$ cat config.mk
export PLATFORM = sky130hd
export DESIGN_NAME = bfa_ptr
export DESIGN_NICKNAME = d
export VERILOG_FILES = /design/src/hw/rtl/bitmap_frame_allocator_macros.svh /design/src/hw/rtl/bfa_pkg.sv /design/src/hw/rtl/bfa_ptr.sv
export SDC_FILE = /design/constraint.sdc
export NUM_CORES = 1
export LEC_CHECK = 0
export ABC_CLOCK_PERIOD_IN_PS = 4300
export BUFFER_PORTS_ARGS = -buffer_cell sky130_fd_sc_hd__buf_4
export CAP_MARGIN = 10
export CORE_UTILIZATION = 53
export DETAILED_ROUTE_END_ITERATION = 8
export GPL_ROUTABILITY_DRIVEN = 0
export PLACE_DENSITY = 0.84
export SYNTH_ARGS = -nofsm -noshare
export SYNTH_HDL_FRONTEND = slang
export SYNTH_SLANG_ARGS = --single-unit
$ cat constraint.sdc
create_clock -name clk -period 4.3 [get_ports clk]
set_clock_uncertainty 0.1 [all_clocks]
set_input_delay 0.215 -clock clk [delete_from_list [all_inputs] [get_ports clk]]
set_output_delay 0.215 -clock clk [all_outputs]
set_load 0.05 [all_outputs]
$ cat src/hw/rtl/bitmap_frame_allocator_macros.svh
// ----------------------------------------------------------------------------
// Bitmap frame allocator assertion macros
// Shared concurrent assertion forms for the allocator RTL.
// ----------------------------------------------------------------------------
`ifndef BITMAP_FRAME_ALLOCATOR_MACROS_SVH
`define BITMAP_FRAME_ALLOCATOR_MACROS_SVH

// same-cycle implication, disabled while reset is asserted
`define BFA_ASSERT_IMP(label, clk, rst_n, ante, cons) \
	label: assert property (@(posedge clk) disable iff (!rst_n) (ante) |-> (cons)) \
		else $error("bfa assertion failed");

// next-cycle implication, disabled while reset is asserted
`define BFA_ASSERT_NXT(label, clk, rst_n, ante, cons) \
	label: assert property (@(posedge clk) disable iff (!rst_n) (ante) |=> (cons)) \
		else $error("bfa assertion failed");

`endif

$ cat src/hw/rtl/bfa_pkg.sv
// ----------------------------------------------------------------------------
// bfa_pkg
// Types and fixed constants shared by the bitmap frame allocator modules.
// ----------------------------------------------------------------------------
package bfa_pkg;

	// fixed field widths of the request and response
	localparam int FRAME_FIELD_W = 15;
	localparam int ADDR_FIELD_W  = 27;

	// opcodes
	localparam logic OP_ALLOC = 1'b0;
	localparam logic OP_FREE  = 1'b1;

	// request payload
	typedef struct packed {
		logic                     opcode;
		logic [FRAME_FIELD_W-1:0] frame_to_free;
	} bfa_req_t;

	// response payload
	typedef struct packed {
		logic [FRAME_FIELD_W-1:0] granted_frame;
		logic [ADDR_FIELD_W-1:0]  phys_address;
		logic                     out_of_memory;
	} bfa_rsp_t;

	// bitmap memory command strobes
	typedef struct packed {
		logic rd;
		logic wr;
	} bfa_mem_cmd_t;

endpackage

$ cat src/hw/rtl/bfa_ptr.sv
// ----------------------------------------------------------------------------
// bfa_ptr
// Roving search pointer. A first_frame write is reduced modulo the frame
// count by reciprocal multiplication, quotient then remainder, before the
// pointer is usable.
// ----------------------------------------------------------------------------
module bfa_ptr import bfa_pkg::*; #(
	parameter int NUM_FRAMES = 32768,
	parameter int FRAME_W    = 15
) (
	input  logic                     clk,
	input  logic                     arst_n,
	input  logic                     cfg_valid,
	output logic                     cfg_ready,
	input  logic [FRAME_FIELD_W-1:0] cfg_data,
	input  logic                     load,
	input  logic [FRAME_W-1:0]       load_value,
	output logic [FRAME_W-1:0]       ptr,
	output logic                     busy
);

	// reciprocal of NUM_FRAMES, exact quotient for every 15-bit dividend
	localparam int RCP_S  = FRAME_FIELD_W + FRAME_W;
	localparam int RCP_W  = FRAME_FIELD_W + 2;
	localparam int PROD_W = FRAME_FIELD_W + RCP_W;
	localparam longint unsigned RCP_M =
		((64'd1 << RCP_S) + 64'(NUM_FRAMES) - 64'd1) / 64'(NUM_FRAMES);
	localparam logic [RCP_W-1:0]         RCP_C = RCP_W'(RCP_M);
	localparam logic [FRAME_FIELD_W-1:0] NF_V  = FRAME_FIELD_W'(NUM_FRAMES);

	// reduction steps
	localparam logic [1:0] CNT_QUO = 2'd2;
	localparam logic [1:0] CNT_REM = 2'd1;

	logic [FRAME_W-1:0]       ptr_q;
	logic [FRAME_FIELD_W-1:0] val_q;
	logic [FRAME_FIELD_W-1:0] quo_q;
	logic [1:0]               cnt_q;
	logic [PROD_W-1:0]        prod;
	logic [FRAME_FIELD_W-1:0] quo;
	logic [FRAME_FIELD_W-1:0] rem;
	logic                     cfg_wr;

	assign busy      = (cnt_q != '0);
	assign cfg_ready = ~busy;
	assign cfg_wr    = cfg_valid & cfg_ready;

	// quotient by reciprocal, then remainder from the registered quotient
	always_comb begin
		prod = PROD_W'(val_q) * PROD_W'(RCP_C);
		quo  = FRAME_FIELD_W'(prod >> RCP_S);
		rem  = val_q - FRAME_FIELD_W'(quo_q * NF_V);
	end

	always_ff @(posedge clk or negedge arst_n) begin
		if (!arst_n) begin
			ptr_q <= '0;
			val_q <= '0;
			quo_q <= '0;
			cnt_q <= '0;
		end else if (cfg_wr) begin
			val_q <= cfg_data;
			cnt_q <= CNT_QUO;
		end else if (cnt_q == CNT_QUO) begin
			quo_q <= quo;
			cnt_q <= CNT_REM;
		end else if (cnt_q == CNT_REM) begin
			ptr_q <= FRAME_W'(rem);
			cnt_q <= '0;
		end else if (load) begin
			ptr_q <= load_value;
		end
	end

	assign ptr = ptr_q;

endmodule

==> impl_results.rst <==
.. list-table::
   :header-rows: 1

   * - Metric
     - Value
   * - Status
     - finished, final reports clean
   * - Antenna Nets Post-Route
     - 0
   * - Total count of hold-check failures in the final report
     - 0
   * - Worst endpoint data arrival time
     - 2.22 ns
   * - HP Class
     - input port to flip-flop
   * - Pre-antenna DRT Iters
     - 2
   * - Post-synthesis sequential element count
     - 32
   * - Critical path endpoint category
     - flip-flop
   * - Placement Rows
     - 18
   * - Vias in the first global route
     - 925
   * - CP max stage delay
     - 0.77 ns
   * - Post-synthesis mux area share
     - 0.389
   * - Post-Route Hold Slack
     - 0.0193 ns
   * - R2r endpoint
     - ptr[2]
   * - Share of synthesized cell area in and, or, nand and nor gates
     - 0.0176
   * - Data required time at the worst endpoint
     - 4.41 ns
   * - Number of antenna violations at the first check in global routing
     - 0
   * - HPWL Detailed
     - 1950 microns
   * - Xor/xnor share of the synthesized area
     - 0
   * - Die X-Extent
     - 55.1 microns
   * - NumNets Final
     - 180
   * - Largest vdd supply drop
     - 0.000702 V
   * - Total of warnings raised by yosys
     - 0
   * - DR vias/cell
     - 5.15
   * - Startpoint class of the critical path
     - flip-flop
   * - Cts-stage hold buffer count
     - 1
   * - Worst Hold Launch
     - cfg_data[4]
   * - R2r startpoint
     - cnt_q[1]
   * - Height of the die
     - 55.1 microns
   * - Routed length per instance
     - 15.1 microns
   * - Instance count of the mapped netlist
     - 91
   * - Worst Tran Pin Value
     - 0.959 ns
   * - Mapped Area
     - 1490 sq um
   * - Aggregate routed wire length
     - 2670 microns
   * - Number of vias after detailed routing
     - 907
   * - Maximum operating frequency
     - 474 MHz
   * - Clock tree from TritonCTS
     - built
   * - CTS H-tree depth
     - 2
   * - Insertion delay of the later-clocked pin in the worst-skew pair
     - 0.32 ns
   * - Count of endpoints failing setup in the final report
     - 0
   * - Normalized max-slew margin
     - 0.358
   * - Critical Setup Path Class
     - flip-flop to flip-flop
   * - Global-route congestion overflow total
     - 0
   * - Synth Area in Adders
     - 0
   * - Origin of the worst setup path
     - cnt_q[1]
   * - Max-Cap Viols
     - 0
   * - Tot GR Track Use
     - 0.202
   * - Root buffer selected by CTS
     - clkbuf_4
   * - Sinks on Clock Net
     - 32
   * - Area growth syn-to-layout
     - 29.3%
   * - Floorplan die area
     - 3030 sq um
   * - Number of nets produced by synthesis
     - 125
   * - End point of the worst hold path
     - val_q[4]
   * - Post-cts gate resize count
     - 0
   * - First-pass GRT wire length
     - 4110 microns
   * - Clock slew seen by the registers of the worst setup and hold paths
     - 0.09 ns
   * - Final Slew Violations
     - 0
   * - Share of the clock period used by the worst path
     - 0.491
   * - Dominant combinational cell family by area after synthesis
     - multiplexers
   * - RSZ-0062 raised after global routing
     - false
   * - P per Cell Area
     - 833 nW/um^2
   * - Effective utilization at floorplan
     - 0.582
   * - Detailed Route Iter0 Violations
     - 4
   * - Maximum fanout along the worst path
     - 15
   * - Pin count of the biggest net entering global routing
     - 33
   * - DRC Markers
     - 0
   * - Average cell area after synthesis
     - 16.4 sq um
   * - Number of unique standard cell types used by synthesis
     - 16
   * - I/O pin count
     - 51
   * - Fin Setup TNS
     - 0 ns
   * - Number of cell instances on the worst register-to-register path
     - 3
   * - Maximum buffer depth of the clock tree
     - 2
   * - R2r setup slk
     - 2.19 ns
   * - Core Footprint
     - 2570 sq um
   * - Post-CTS Setup Repair Bufs
     - 0
   * - Inserted Clock Buffers
     - 5
   * - Slowest library cell on the worst path
     - nor2b_2
   * - Static power due to leakage
     - 0.935 nW
   * - Layout cell share with drive strength beyond 1
     - 0.699
   * - Count of buffers inserted at the top-level ports
     - 50
   * - Final core utilization
     - 0.752
   * - Min-Delay Path Depth
     - 2
   * - Compound-Gate Fraction of Synth Area
     - 0.0117
   * - Proportion of synthesized chip area in sequential cells
     - 0.536
   * - Series of cell instances along the critical path
     - nor2b_2, mux2_2, mux2_2
   * - Final critical path time including I/O delays and setup
     - 2.11 ns
   * - Antenna diode count
     - 0
   * - CP dominant cell by count
     - mux2_2
## worst max-delay path by stage
stage           endpoint  slack, ns
3_3_place_gp      ptr[3]       2.24
3_5_place_dp      ptr[3]       2.19
5_1_grt           ptr[1]       2.08
4_1_cts           ptr[1]       2.17
6_report          ptr[2]       2.19
2_1_floorplan  val_q[10]       2.11
## final cells by class
cell class / count / area, sq um
clock buffer: 6 / 41.3
multi-input combinational: 52 / 628
inverter: 1 / 3.75
sequential: 32 / 801
tap: 30 / 37.5
timing repair buffer: 54 / 415
fill: 178 / 636
clock inverter: 1 / 5.00
## Yosys cell counts, drive strengths merged
library cell	n	share of area
inv	1	0.0025
buf	5	0.037
and2	1	0.0042
a21o	1	0.0059
mux2	45	0.39
nor2b	1	0.0042
a22o	1	0.0059
dlygate4sd1	1	0.0059
nor2	2	0.0050
nand2b	1	0.0042
dfrtp	32	0.54
## power breakdown
part / internal [mW] / total (mW) / switching, mW / leakage [nW]
registers: 0.456 / 0.546 / 0.0894 / 0.375
clock network: 0.0601 / 0.154 / 0.0940 / 0.0281
logic: 0.421 / 0.909 / 0.488 / 0.532
## state kept, by name, indices dropped and copies added (netlist names)
register,count
cnt_q,2
ptr,15
val_q,15
## placed cells by master, fill, tap and decap left out
master          n
buf_4          50
dfrtp_1        32
mux2_2         24
mux2_4         20
clkbuf_4        5
dlygate4sd3_1   4
nor2_1          2
inv_1           1
nor2b_2         1
nand2b_1        1
a22o_1          1
and2_1          1
mux2_1          1
a21o_2          1
clkinv_2        1
clkbuf_1        1
## critical path: cells and delay by family, from the launching register on
| family | cells | cell delay (ns) |
|---|---|---|
| DFF | 1 | 0.45 |
| muxes | 2 | 0.67 |
| and+or+nand+nor | 1 | 0.77 |
## stage by stage
step                      std cells  cell area (sq um)  power (mW)  setup slack (ns)
after floorplan                  91               1490        1.27              2.11
after global placement          165               1850        1.44              2.24
after detailed placement        165               1850        1.47              2.19
after CTS                       173               1900        1.62              2.17
after global routing            176               1930        1.69              2.08
final                           176               1930        1.61              2.19
## layer usage
metal	share of wire	vias up	wire length (microns)	GRT usage
met1	0.38	453	1020	0.216
met5	0	-	0	0
li1	-	426	-	-
met3	0.060	0	161	0.0820
met2	0.56	28	1480	0.359
met4	0	0	0	0.0625
## logic make-up (layout without fill, tap and decap cells)
kind of cell / Yosys count / after routing
multiplexers: 45 / 45
flip-flops: 32 / 32
buffers and inverters: 7 / 62
AND/OR/NAND/NOR: 5 / 5
AO/OA/AOI/OAI: 2 / 2
No activity file was read; power rests on OpenSTA's default activity.
