### src/hw/rtl/bitmap_frame_allocator_macros.svh
// ----------------------------------------------------------------------------
// Bitmap frame allocator assertion macros
// Shared concurrent assertion forms for the allocator RTL.
// ----------------------------------------------------------------------------
`ifndef BITMAP_FRAME_ALLOCATOR_MACROS_SVH
`define BITMAP_FRAME_ALLOCATOR_MACROS_SVH

// same-cycle implication, disabled while reset is asserted
`define BFA_ASSERT_IMP(label, clk, rst_n, ante, cons) \
	label: assert property (@(posedge clk) disable iff (!rst_n) (ante) |-> (cons)) \
		else $error("bfa assertion failed");

// next-cycle implication, disabled while reset is asserted
`define BFA_ASSERT_NXT(label, clk, rst_n, ante, cons) \
	label: assert property (@(posedge clk) disable iff (!rst_n) (ante) |=> (cons)) \
		else $error("bfa assertion failed");

`endif

### src/hw/rtl/bfa_pkg.sv
// ----------------------------------------------------------------------------
// bfa_pkg
// Types and fixed constants shared by the bitmap frame allocator modules.
// ----------------------------------------------------------------------------
package bfa_pkg;

	// fixed field widths of the request and response
	localparam int FRAME_FIELD_W = 15;
	localparam int ADDR_FIELD_W  = 27;

	// opcodes
	localparam logic OP_ALLOC = 1'b0;
	localparam logic OP_FREE  = 1'b1;

	// request payload
	typedef struct packed {
		logic                     opcode;
		logic [FRAME_FIELD_W-1:0] frame_to_free;
	} bfa_req_t;

	// response payload
	typedef struct packed {
		logic [FRAME_FIELD_W-1:0] granted_frame;
		logic [ADDR_FIELD_W-1:0]  phys_address;
		logic                     out_of_memory;
	} bfa_rsp_t;

	// bitmap memory command strobes
	typedef struct packed {
		logic rd;
		logic wr;
	} bfa_mem_cmd_t;

endpackage

### src/hw/rtl/bfa_engine.sv
`include "bitmap_frame_allocator_macros.svh"
// ----------------------------------------------------------------------------
// bfa_engine
// Request sequencer: reads bitmap words, scans for a free frame next-fit
// from the pointer, and writes the modified word back.
// ----------------------------------------------------------------------------
module bfa_engine import bfa_pkg::*; #(
	parameter int NUM_FRAMES = 32768,
	parameter int PAGE_SHIFT = 12,
	parameter int WORD_BITS  = 32,
	parameter int FRAME_W    = 15,
	parameter int MAP_WORDS  = 1024,
	parameter int WADDR_W    = 10
) (
	input  logic                 clk,
	input  logic                 arst_n,
	// request channel
	input  logic                 req_valid,
	output logic                 req_stall,
	input  bfa_req_t             req,
	// completion toward the response register
	input  logic                 out_free,
	output logic                 done,
	output bfa_rsp_t             rsp,
	// pointer
	input  logic [FRAME_W-1:0]   ptr,
	input  logic                 ptr_busy,
	output logic                 ptr_load,
	output logic [FRAME_W-1:0]   ptr_value,
	// bitmap memory
	input  logic                 ram_busy,
	output bfa_mem_cmd_t         cmd,
	output logic [WADDR_W-1:0]   rd_addr,
	output logic [WADDR_W-1:0]   wr_addr,
	output logic [WORD_BITS-1:0] wr_data,
	input  logic [WORD_BITS-1:0] rd_data
);

	localparam int BIT_W  = $clog2(WORD_BITS);
	localparam int SCAN_W = $clog2(MAP_WORDS + 1);
	localparam logic [SCAN_W-1:0]  SCAN_LAST = SCAN_W'(MAP_WORDS);
	localparam logic [WADDR_W-1:0] WORD_LAST = WADDR_W'(MAP_WORDS - 1);
	localparam logic [FRAME_W:0]   NF_C      = (FRAME_W + 1)'(NUM_FRAMES);
	localparam logic [31:0]        NF_32     = 32'(NUM_FRAMES);

	localparam logic ST_IDLE = 1'b0;
	localparam logic ST_EVAL = 1'b1;

	logic                 state_q;
	logic                 op_q;
	logic                 tgt_ok_q;
	logic [WADDR_W-1:0]   word_q;
	logic [BIT_W-1:0]     bit0_q;
	logic [SCAN_W-1:0]    scan_q;

	logic                 req_acc;
	logic [WADDR_W-1:0]   start_word;
	logic [BIT_W-1:0]     start_bit;
	logic [WORD_BITS-1:0] lo_mask;
	logic [WORD_BITS-1:0] scan_mask;
	logic [WORD_BITS-1:0] cand;
	logic                 found;
	logic [BIT_W-1:0]     idx;
	logic [FRAME_W-1:0]   grant;
	logic [FRAME_W:0]     grant_inc;
	logic                 step_next;
	logic [WADDR_W-1:0]   next_word;

	// accept only when idle, swept and pointer settled
	assign req_stall = (state_q != ST_IDLE) | ram_busy | ptr_busy;
	assign req_acc   = req_valid & ~req_stall;

	// first word and bit of the request
	always_comb begin
		if (req.opcode == OP_FREE) begin
			start_word = WADDR_W'(req.frame_to_free >> BIT_W);
			start_bit  = BIT_W'(req.frame_to_free);
		end else begin
			start_word = WADDR_W'(ptr >> BIT_W);
			start_bit  = BIT_W'(ptr);
		end
	end

	// candidate bits of the current word; first and last visit are partial
	always_comb begin
		lo_mask = '1 << bit0_q;
		if (scan_q == '0) begin
			scan_mask = lo_mask;
		end else if (scan_q == SCAN_LAST) begin
			scan_mask = ~lo_mask;
		end else begin
			scan_mask = '1;
		end
		cand  = ~rd_data & scan_mask;
		found = |cand;
	end

	// lowest free bit
	always_comb begin
		idx = '0;
		for (int i = WORD_BITS - 1; i >= 0; i--) begin
			if (cand[i]) begin
				idx = BIT_W'(i);
			end
		end
	end

	// granted frame and the pointer after it
	always_comb begin
		grant     = FRAME_W'({word_q, idx});
		grant_inc = {1'b0, grant} + 1'b1;
		ptr_value = (grant_inc == NF_C) ? '0 : FRAME_W'(grant_inc);
		next_word = (word_q == WORD_LAST) ? '0 : word_q + 1'b1;
	end

	// memory commands, completion and response
	always_comb begin
		cmd       = '0;
		rd_addr   = req_acc ? start_word : next_word;
		wr_addr   = word_q;
		wr_data   = rd_data;
		done      = 1'b0;
		rsp       = '0;
		ptr_load  = 1'b0;
		step_next = 1'b0;
		if (req_acc) begin
			cmd.rd = 1'b1;
		end
		if (state_q == ST_EVAL) begin
			if (op_q == OP_FREE) begin
				wr_data = rd_data & ~(WORD_BITS'(1) << bit0_q);
				cmd.wr  = tgt_ok_q & out_free;
				done    = out_free;
			end else if (found) begin
				wr_data                 = rd_data | (WORD_BITS'(1) << idx);
				cmd.wr                  = out_free;
				done                    = out_free;
				ptr_load                = out_free;
				rsp.granted_frame       = FRAME_FIELD_W'(grant);
				rsp.phys_address        = ADDR_FIELD_W'({grant, {PAGE_SHIFT{1'b0}}});
			end else if (scan_q == SCAN_LAST) begin
				done              = out_free;
				rsp.out_of_memory = 1'b1;
			end else begin
				cmd.rd    = 1'b1;
				step_next = 1'b1;
			end
		end
	end

	// sequencer registers
	always_ff @(posedge clk or negedge arst_n) begin
		if (!arst_n) begin
			state_q <= ST_IDLE;
		end else begin
			case (state_q)
				ST_IDLE: begin
					if (req_acc) begin
						state_q <= ST_EVAL;
					end
				end
				ST_EVAL: begin
					if (done) begin
						state_q <= ST_IDLE;
					end
				end
				default: state_q <= ST_IDLE;
			endcase
		end
	end

	always_ff @(posedge clk) begin
		if (req_acc) begin
			op_q     <= req.opcode;
			tgt_ok_q <= ({17'd0, req.frame_to_free} < NF_32);
			word_q   <= start_word;
			bit0_q   <= start_bit;
			scan_q   <= '0;
		end else if (step_next) begin
			word_q <= next_word;
			scan_q <= scan_q + 1'b1;
		end
	end

	`BFA_ASSERT_IMP(a_no_req_while_sweep, clk, arst_n, req_acc, !ram_busy && !ptr_busy)
	`BFA_ASSERT_IMP(a_wr_only_in_eval, clk, arst_n, cmd.wr, state_q == ST_EVAL && out_free)
	`BFA_ASSERT_IMP(a_scan_bounded, clk, arst_n, state_q == ST_EVAL, scan_q <= SCAN_LAST)
	`BFA_ASSERT_NXT(a_grant_ends_item, clk, arst_n, ptr_load, state_q == ST_IDLE)
	`BFA_ASSERT_IMP(a_oom_no_write, clk, arst_n, done && rsp.out_of_memory, !cmd.wr && !ptr_load)

endmodule

### config.mk
export PLATFORM = sky130hd
export DESIGN_NAME = bfa_engine
export DESIGN_NICKNAME = d
export VERILOG_FILES = /design/src/hw/rtl/bfa_pkg.sv /design/src/hw/rtl/bfa_engine.sv
export VERILOG_INCLUDE_DIRS = /design/src /design/src/hw/rtl
export SDC_FILE = /design/constraint.sdc
export NUM_CORES = 1
export LEC_CHECK = 0
export BUFFER_PORTS_ARGS = -buffer_cell sky130_fd_sc_hd__buf_2
export CAP_MARGIN = 20
export CORE_MARGIN = 2
export CORE_UTILIZATION = 50
export CTS_CLUSTER_DIAMETER = 30
export DETAILED_ROUTE_END_ITERATION = 8
export PLACE_DENSITY = 0.83
export SLEW_MARGIN = 20
export SYNTH_ARGS = -nofsm -noshare
export SYNTH_HDL_FRONTEND = slang
export SYNTH_SLANG_ARGS = --single-unit
### constraint.sdc
create_clock -name clk -period 5.9 [get_ports clk]
set_clock_uncertainty 0.05 [all_clocks]
set_input_delay 0.59 -clock clk [delete_from_list [all_inputs] [get_ports clk]]
set_output_delay 0.59 -clock clk [all_outputs]
set_load 0.05 [all_outputs]
==> results of run 1 <==
## per-stage QoR
step / area [sq um] / worst slack [ps] / power (mW) / cells
floorplan: 4354 / 926.9 / 0.5193 / 581
global placement: 5004 / 752.0 / 0.6179 / 801
detailed placement: 5004 / 589.0 / 0.6210 / 801
CTS: 5059 / 267.1 / 0.7364 / 805
global route: 5074 / 8.203 / 0.7740 / 806
finish: 5074 / 292.6 / 0.7459 / 806
## worst max path at each step
stage	cells after the start	from	slack [ps]	to
3_3_place_gp	12	bit0_q[2]$_DFFE_PP_	750	ptr_value[1]
5_1_grt	12	scan_q[10]$_SDFFE_PP0P_	8	ptr_value[1]
3_5_place_dp	12	bit0_q[2]$_DFFE_PP_	590	ptr_value[1]
4_1_cts	12	bit0_q[2]$_DFFE_PP_	270	ptr_value[1]
6_report	15	scan_q[0]$_SDFFE_PP0P_	290	ptr_value[1]
2_1_floorplan	17	scan_q[0]$_SDFFE_PP0P_	930	ptr_value[1]
## sequential cells by signal, summed over array words and instances, names as in the netlist
register / cells
state_q: 1
bit0_q: 5
wr_addr: 10
op_q: 1
scan_q: 11
## worst reg2reg max path, cell delays in order (launching register included)
cell and delay, ps:
edfxtp_1 800, nor4_1 740, o22ai_1 200, a221oi_1 560, or2b_1 410, nor4_4 470, nand4_2 470, nand2_1 570
## Yosys cell counts (4+ instances only)
library cell	number
a211oi_1	5
a21o_1	11
a21oi_1	37
a22o_1	15
a31oi_1	11
a32o_1	6
and2_1	18
and3_1	12
buf_2	17
buf_4	29
clkbuf_1	15
dfxtp_1	11
edfxtp_1	16
ha_1	9
inv_1	23
mux2_2	5
mux2i_1	11
nand2_1	43
nand3_1	24
nand4_1	8
nor2_1	40
nor2b_1	10
nor3_1	14
nor3_2	4
nor4_1	8
o211ai_1	6
o21a_1	5
o21ai_0	19
o22ai_1	10
o31a_1	4
or3_1	4
or4_4	4
xnor2_1	41
## logic make-up after synthesis
logic type | count (synthesis)
AO/OA/AOI/OAI | 166
XOR/XNOR | 44
adder cells (fa/ha/maj) | 9
buffers and inverters | 90
flip-flops | 28
multiplexers | 16
other | 1
AND/OR/NAND/NOR | 216
## power groups by stage
stage | clock, mW | sequential (mW) | combinational [mW]
3_5_place_dp | 0 | 0.228 | 0.393
4_1_cts | 0.119 | 0.223 | 0.394
2_1_floorplan | 0 | 0.227 | 0.293
6_report | 0.120 | 0.223 | 0.403
5_1_grt | 0.128 | 0.224 | 0.422
3_3_place_gp | 0 | 0.227 | 0.391
## final cells by class
cell class,instances,area share [%]
clock buffers,4,1.085
inverters,23,1.702
multi-input cells,463,61.53
flip-flops and latches,28,14.30
well taps,105,2.589
repair buffers,183,18.79
## per-layer routing
| metal | wire [microns] | part of all wire, % | up-vias |
|---|---|---|---|
| met4 | 694 | 4.2 | 0 |
| met2 | 7925 | 48 | 389 |
| met3 | 1672 | 10 | 65 |
| met5 | 0 | 0 | - |
| li1 | - | - | 2335 |
| met1 | 6232 | 38 | 2366 |
==> results.sh, run 1 <==
export IMPL_multi_input_area_sq_um=3122
export IMPL_netlist_instances=570
export IMPL_power_density_nw_per_um2=147.0
export IMPL_grt_usage_pct=33.69
export IMPL_rr_worst_depth=7
export IMPL_critPathCaptureType="output pin"
export IMPL_p_int_uw=380.7
export IMPL_ant_nets=0
export IMPL_grt_pass1_wl_mm=26.14
export IMPL_synthXorXnorAreaFrac_pct=8.935
export IMPL_antenna_found_initial=0
export IMPL_routed_via_count=5155
export IMPL_combPwrFrac_pct=54.1
export IMPL_p_sw_share_pct=48.97
export IMPL_outcome="finished, final reports clean"
export IMPL_yosys_register_bits=28
export IMPL_critPathLaunchType="flop"
export IMPL_tritoncts="yes"
export IMPL_grt_busiest_layer="met2"
export IMPL_max_freq_ghz=0.1783
export IMPL_cpMaxStageDelayCell="and3_1"
export IMPL_firstDrtPassIters=6
export IMPL_ir_worst_vdd_v=0.0001663
export IMPL_netlist_area_leader_share_pct=11.14
export IMPL_finalHoldViolCount=0
export IMPL_drive_gt1_share_pct=30.10
export IMPL_critPathRequiredTime_ps=5260
export IMPL_clk_latency_ps=270
export IMPL_hold_buffers=0
export IMPL_use_met1_pct=42.39
export IMPL_synth_top_family_by_area="simple AND/OR/NAND/NOR gates"
export IMPL_num_rows=33
export IMPL_synth_compound_area_share_pct=26.92
export IMPL_p_leak_nw=2.325
export IMPL_drcViolationCount=0
export IMPL_hold_ws_ps=18.32
export IMPL_rsz0062_at_grt="no"
export IMPL_wl_mm=16.52
export IMPL_first_global_vias=4839
export IMPL_cts_resized=0
export IMPL_io_pins=184
export IMPL_n_fill_cell=746
export IMPL_die_area_sq_um=9385
export IMPL_syn_area_sq_um=4313
export IMPL_maxSlewHeadroom_pct=33.63
export IMPL_hp_class="primary input to async pin"
export IMPL_register_area_sq_um=725.7
export IMPL_max_slew_worst_pin_slew_ps=995.5
export IMPL_regToRegStartpoint="bit0_q[1]$_DFFE_PP_"
export IMPL_worstReg2RegEnd="wr_addr[9]$_DFFE_PP_"
export IMPL_io_buffer_count=171
export IMPL_final_nets=780
export IMPL_gr_total_overflow=0
export IMPL_synth_area_top_cells="edfxtp_1 (11%), xnor2_1 (8.3%), dfxtp_1 (5.1%)"
export IMPL_avgViaCountPerCell=6.396
export IMPL_wl_per_cell_microns=20.50
export IMPL_cts_buffers=3
export IMPL_n_antenna_cell=0
export IMPL_slowest_delay_ps=680
export IMPL_cts_setup_buffers=0
export IMPL_worst_ep_arrival_time_ps=4970
export IMPL_crit_chain="inv_1 > ha_1 > nor4b_4 > and3_1 > a31oi_1 > nor3_1 > o21ai_0 > a31oi_1 > o21a_1 > o21a_1 > ha_1 > ha_1 > or4b_2 > o41a_1 > buf_2"
export IMPL_clk_pin_slew_ps=100
export IMPL_grt_util_met3_pct=4.769
export IMPL_synth_mux_area_share_pct=3.858
export IMPL_fp_coreArea_sq_um=8299
export IMPL_critPathBufInv=2
export IMPL_fp_dieW_microns=96.88
export IMPL_drt_iter0_markers=585
export IMPL_fin_util_pct=61.13
export IMPL_path_max_fanout=18
export IMPL_initial_core_util_pct=51.97
export IMPL_synthDistinctLibCells=78
export IMPL_period_share_pct=95.04
export IMPL_root_buffer="clkbuf_8"
export IMPL_dpl_hpwl_mm=12.95
export IMPL_finalSetupViolCount=0
export IMPL_fp_dieH_microns=96.88
export IMPL_path_class="flop to output pin"
export IMPL_period_minus_slack_ps=5607
export IMPL_synth_warnings=0
export IMPL_synth_fa_ha_area_share_pct=2.611
export IMPL_synth_simple_area_share_pct=29.01
export IMPL_synth_edf_count=16
export IMPL_async_flop_share_pct=3.571
export IMPL_crit_path_frequent_cell="ha_1"
export IMPL_final_common_cell="buf_2"
export IMPL_clkSinkCount=28
export IMPL_clockBufferDepth=2
export IMPL_yosysSeqAreaShare_pct=16.83
export IMPL_syn_to_final_growth_pct=17.64
export IMPL_power_share_clock_pct=16.1
export IMPL_grt_max_degree=36
export IMPL_maxCapViolCount=0
export IMPL_ys_flop_type="edfxtp_1"
export IMPL_synth_avg_cell_area_sq_um=7.566
export IMPL_sequentialPowerShare_pct=29.8
export IMPL_grt_use_met2_pct=58.44
export IMPL_fin_tns_setup_ps=0
export IMPL_p_sw_uw=365.2
export IMPL_cts_htree_levels=1
export IMPL_synth_top_area_cell="edfxtp_1"
export IMPL_slew_violations=0
export IMPL_place_congestion=1.043
export IMPL_rrSetupSlack_ps=1280
export IMPL_critical_path_top_delay_family="simple AND/OR/NAND/NOR gates"
export IMPL_final_cell_mix="buf_2 (171), nand2_1 (43), xnor2_1 (41)"
Power figures use the tool's default switching activity.
==> inputs of run 2 (changes only) <==
Settings changed: HOLD_SLACK_MARGIN set to 0.02.
==> run 2 against run 1 <==
Power about the same. Sequential share of layout area about the same. Flip-flop and latch count unchanged. Non-clock buffer count up 1. Largest power group unchanged. Critical path depth unchanged. Worst hold slack better by 510 ps. Clock-buffer cell count unchanged. Combinational power about the same.
==> results.sh, run 2 (synthesized netlist as in run 1, its figures left out) <==
export IMPL_cts_buffers=3
export IMPL_slowest_delay_ps=680
export IMPL_fp_coreArea_sq_um=8299
export IMPL_io_buffer_count=171
export IMPL_rsz0062_at_grt="no"
export IMPL_fin_tns_setup_ps=0
export IMPL_critPathBufInv=2
export IMPL_first_global_vias=4839
export IMPL_clockBufferDepth=2
export IMPL_rrSetupSlack_ps=1270
export IMPL_fp_dieH_microns=96.88
export IMPL_ant_nets=0
export IMPL_routed_via_count=5190
export IMPL_io_pins=184
export IMPL_grt_max_degree=36
export IMPL_clkSinkCount=28
export IMPL_cts_htree_levels=1
export IMPL_grt_pass1_wl_mm=26.14
export IMPL_drive_gt1_share_pct=30.06
export IMPL_finalSetupViolCount=0
export IMPL_place_congestion=1.043
export IMPL_finalHoldViolCount=0
export IMPL_cpMaxStageDelayCell="and3_1"
export IMPL_wl_mm=16.58
export IMPL_path_class="flop to output pin"
export IMPL_hp_class="flop to flop"
export IMPL_n_antenna_cell=0
export IMPL_syn_to_final_growth_pct=17.87
export IMPL_worst_ep_arrival_time_ps=4960
export IMPL_antenna_found_initial=0
export IMPL_firstDrtPassIters=6
export IMPL_clk_latency_ps=280
export IMPL_die_area_sq_um=9385
export IMPL_wl_per_cell_microns=20.54
export IMPL_period_share_pct=94.97
export IMPL_drcViolationCount=0
export IMPL_power_density_nw_per_um2=146.8
export IMPL_path_max_fanout=18
export IMPL_multi_input_area_sq_um=3122
export IMPL_period_minus_slack_ps=5603
export IMPL_register_area_sq_um=725.7
export IMPL_maxSlewHeadroom_pct=31.56
export IMPL_gr_total_overflow=0
export IMPL_final_common_cell="buf_2"
export IMPL_max_slew_worst_pin_slew_ps=1027
export IMPL_num_rows=33
export IMPL_slew_violations=0
export IMPL_maxCapViolCount=0
export IMPL_avgViaCountPerCell=6.431
export IMPL_n_fill_cell=745
export IMPL_critPathLaunchType="flop"
export IMPL_clk_pin_slew_ps=100
export IMPL_root_buffer="clkbuf_8"
export IMPL_drt_iter0_markers=595
export IMPL_p_leak_nw=2.329
export IMPL_dpl_hpwl_mm=12.95
export IMPL_cts_setup_buffers=0
export IMPL_fp_dieW_microns=96.88
export IMPL_dpl_worst_slack_ps=589.0
export IMPL_final_nets=781
export IMPL_grt_usage_pct=33.69
export IMPL_timing_final_ws_setup_ps=296.6
export IMPL_final_cell_mix="buf_2 (171), nand2_1 (43), xnor2_1 (41)"
export IMPL_ir_worst_vdd_v=0.0001689
export IMPL_critPathRequiredTime_ps=5260
export IMPL_largest_register_ffs=11
export IMPL_crit_chain="inv_1 > ha_1 > nor4b_4 > and3_1 > a2bb2oi_1 > o2111ai_1 > a21o_1 > a31oi_1 > o21a_1 > o21a_1 > ha_1 > ha_1 > or4b_2 > o41a_1 > buf_2"
export IMPL_top_register="scan_q"
export IMPL_crit_path_frequent_cell="ha_1"
export IMPL_initial_core_util_pct=51.97
export IMPL_critPathCaptureType="output pin"
export IMPL_max_freq_ghz=0.1785
export IMPL_hold_ws_ps=531.2
export IMPL_critical_path_top_delay_family="compound AO/OA/AOI/OAI gates"
export IMPL_tritoncts="yes"
export IMPL_outcome="finished, final reports clean"
## run 2: cell count changes in the layout (fill, tap and decap cells not counted)
cell	change
dlygate4sd3_1	+1
## run 2: metal layers
| layer | global-route usage [%] | part of all wire [%] | up-vias |
|---|---|---|---|
| met3 | 4.769 | 10 | 53 |
| li1 | - | - | 2337 |
| met1 | 42.39 | 37 | 2404 |
| met2 | 58.44 | 48 | 396 |
| met4 | 12.35 | 3.8 | 0 |
| met5 | 0 | 0 | - |
## run 2: power by group
group	switching, mW	internal (mW)	leakage (nW)
Clock	0.0602	0.0598	0.0288
Combinational	0.294	0.110	2.05
Sequential	0.0108	0.212	0.248
## run 2: cell type report
type                    instances  area share, %
repair buffers                184          18.95
well taps                     105          2.584
inverters                      23          1.698
clock buffers                   4          1.083
multi-input cells             463          61.41
flip-flops and latches         28          14.28
## run 2: worst paths after layout
path                                          end  cells after the start              startpoint
max                                  ptr_value[1]                     15  scan_q[0]$_SDFFE_PP0P_
min                        scan_q[1]$_SDFFE_PP0P_                      2  scan_q[1]$_SDFFE_PP0P_
max reg2reg                  wr_addr[4]$_DFFE_PP_                      7     bit0_q[1]$_DFFE_PP_
min reg2reg                scan_q[1]$_SDFFE_PP0P_                      2  scan_q[1]$_SDFFE_PP0P_
max in group asynchronous       state_q$_DFF_PN0_                      2                  arst_n
min in group asynchronous       state_q$_DFF_PN0_                      2                  arst_n
## run 2: repair_timing
action                                 in CTS  in global routing
endpoints found under the hold margin       0                  1
gates resized for setup                     0                  0
hold buffers                                0                  1
## run 2: worst register-to-register path: stages, from the launching register on
cell and delay [ps]:
edfxtp_1 810, nor4_1 750, o22ai_1 200, a221oi_1 530
or2b_1 400, nor4_4 480, nand4_2 480, nand2_1 570
## run 2: metrics by stage
stage	total power [mW]	util, %	instances	instance area (sq um)
floorplan	0.5193	-	581	4354
global placement	0.6179	60.29	801	5004
detailed placement	0.6210	60.29	801	5004
CTS	0.7364	60.95	805	5059
global route	0.7745	61.25	807	5084
finish	0.7465	61.25	807	5084
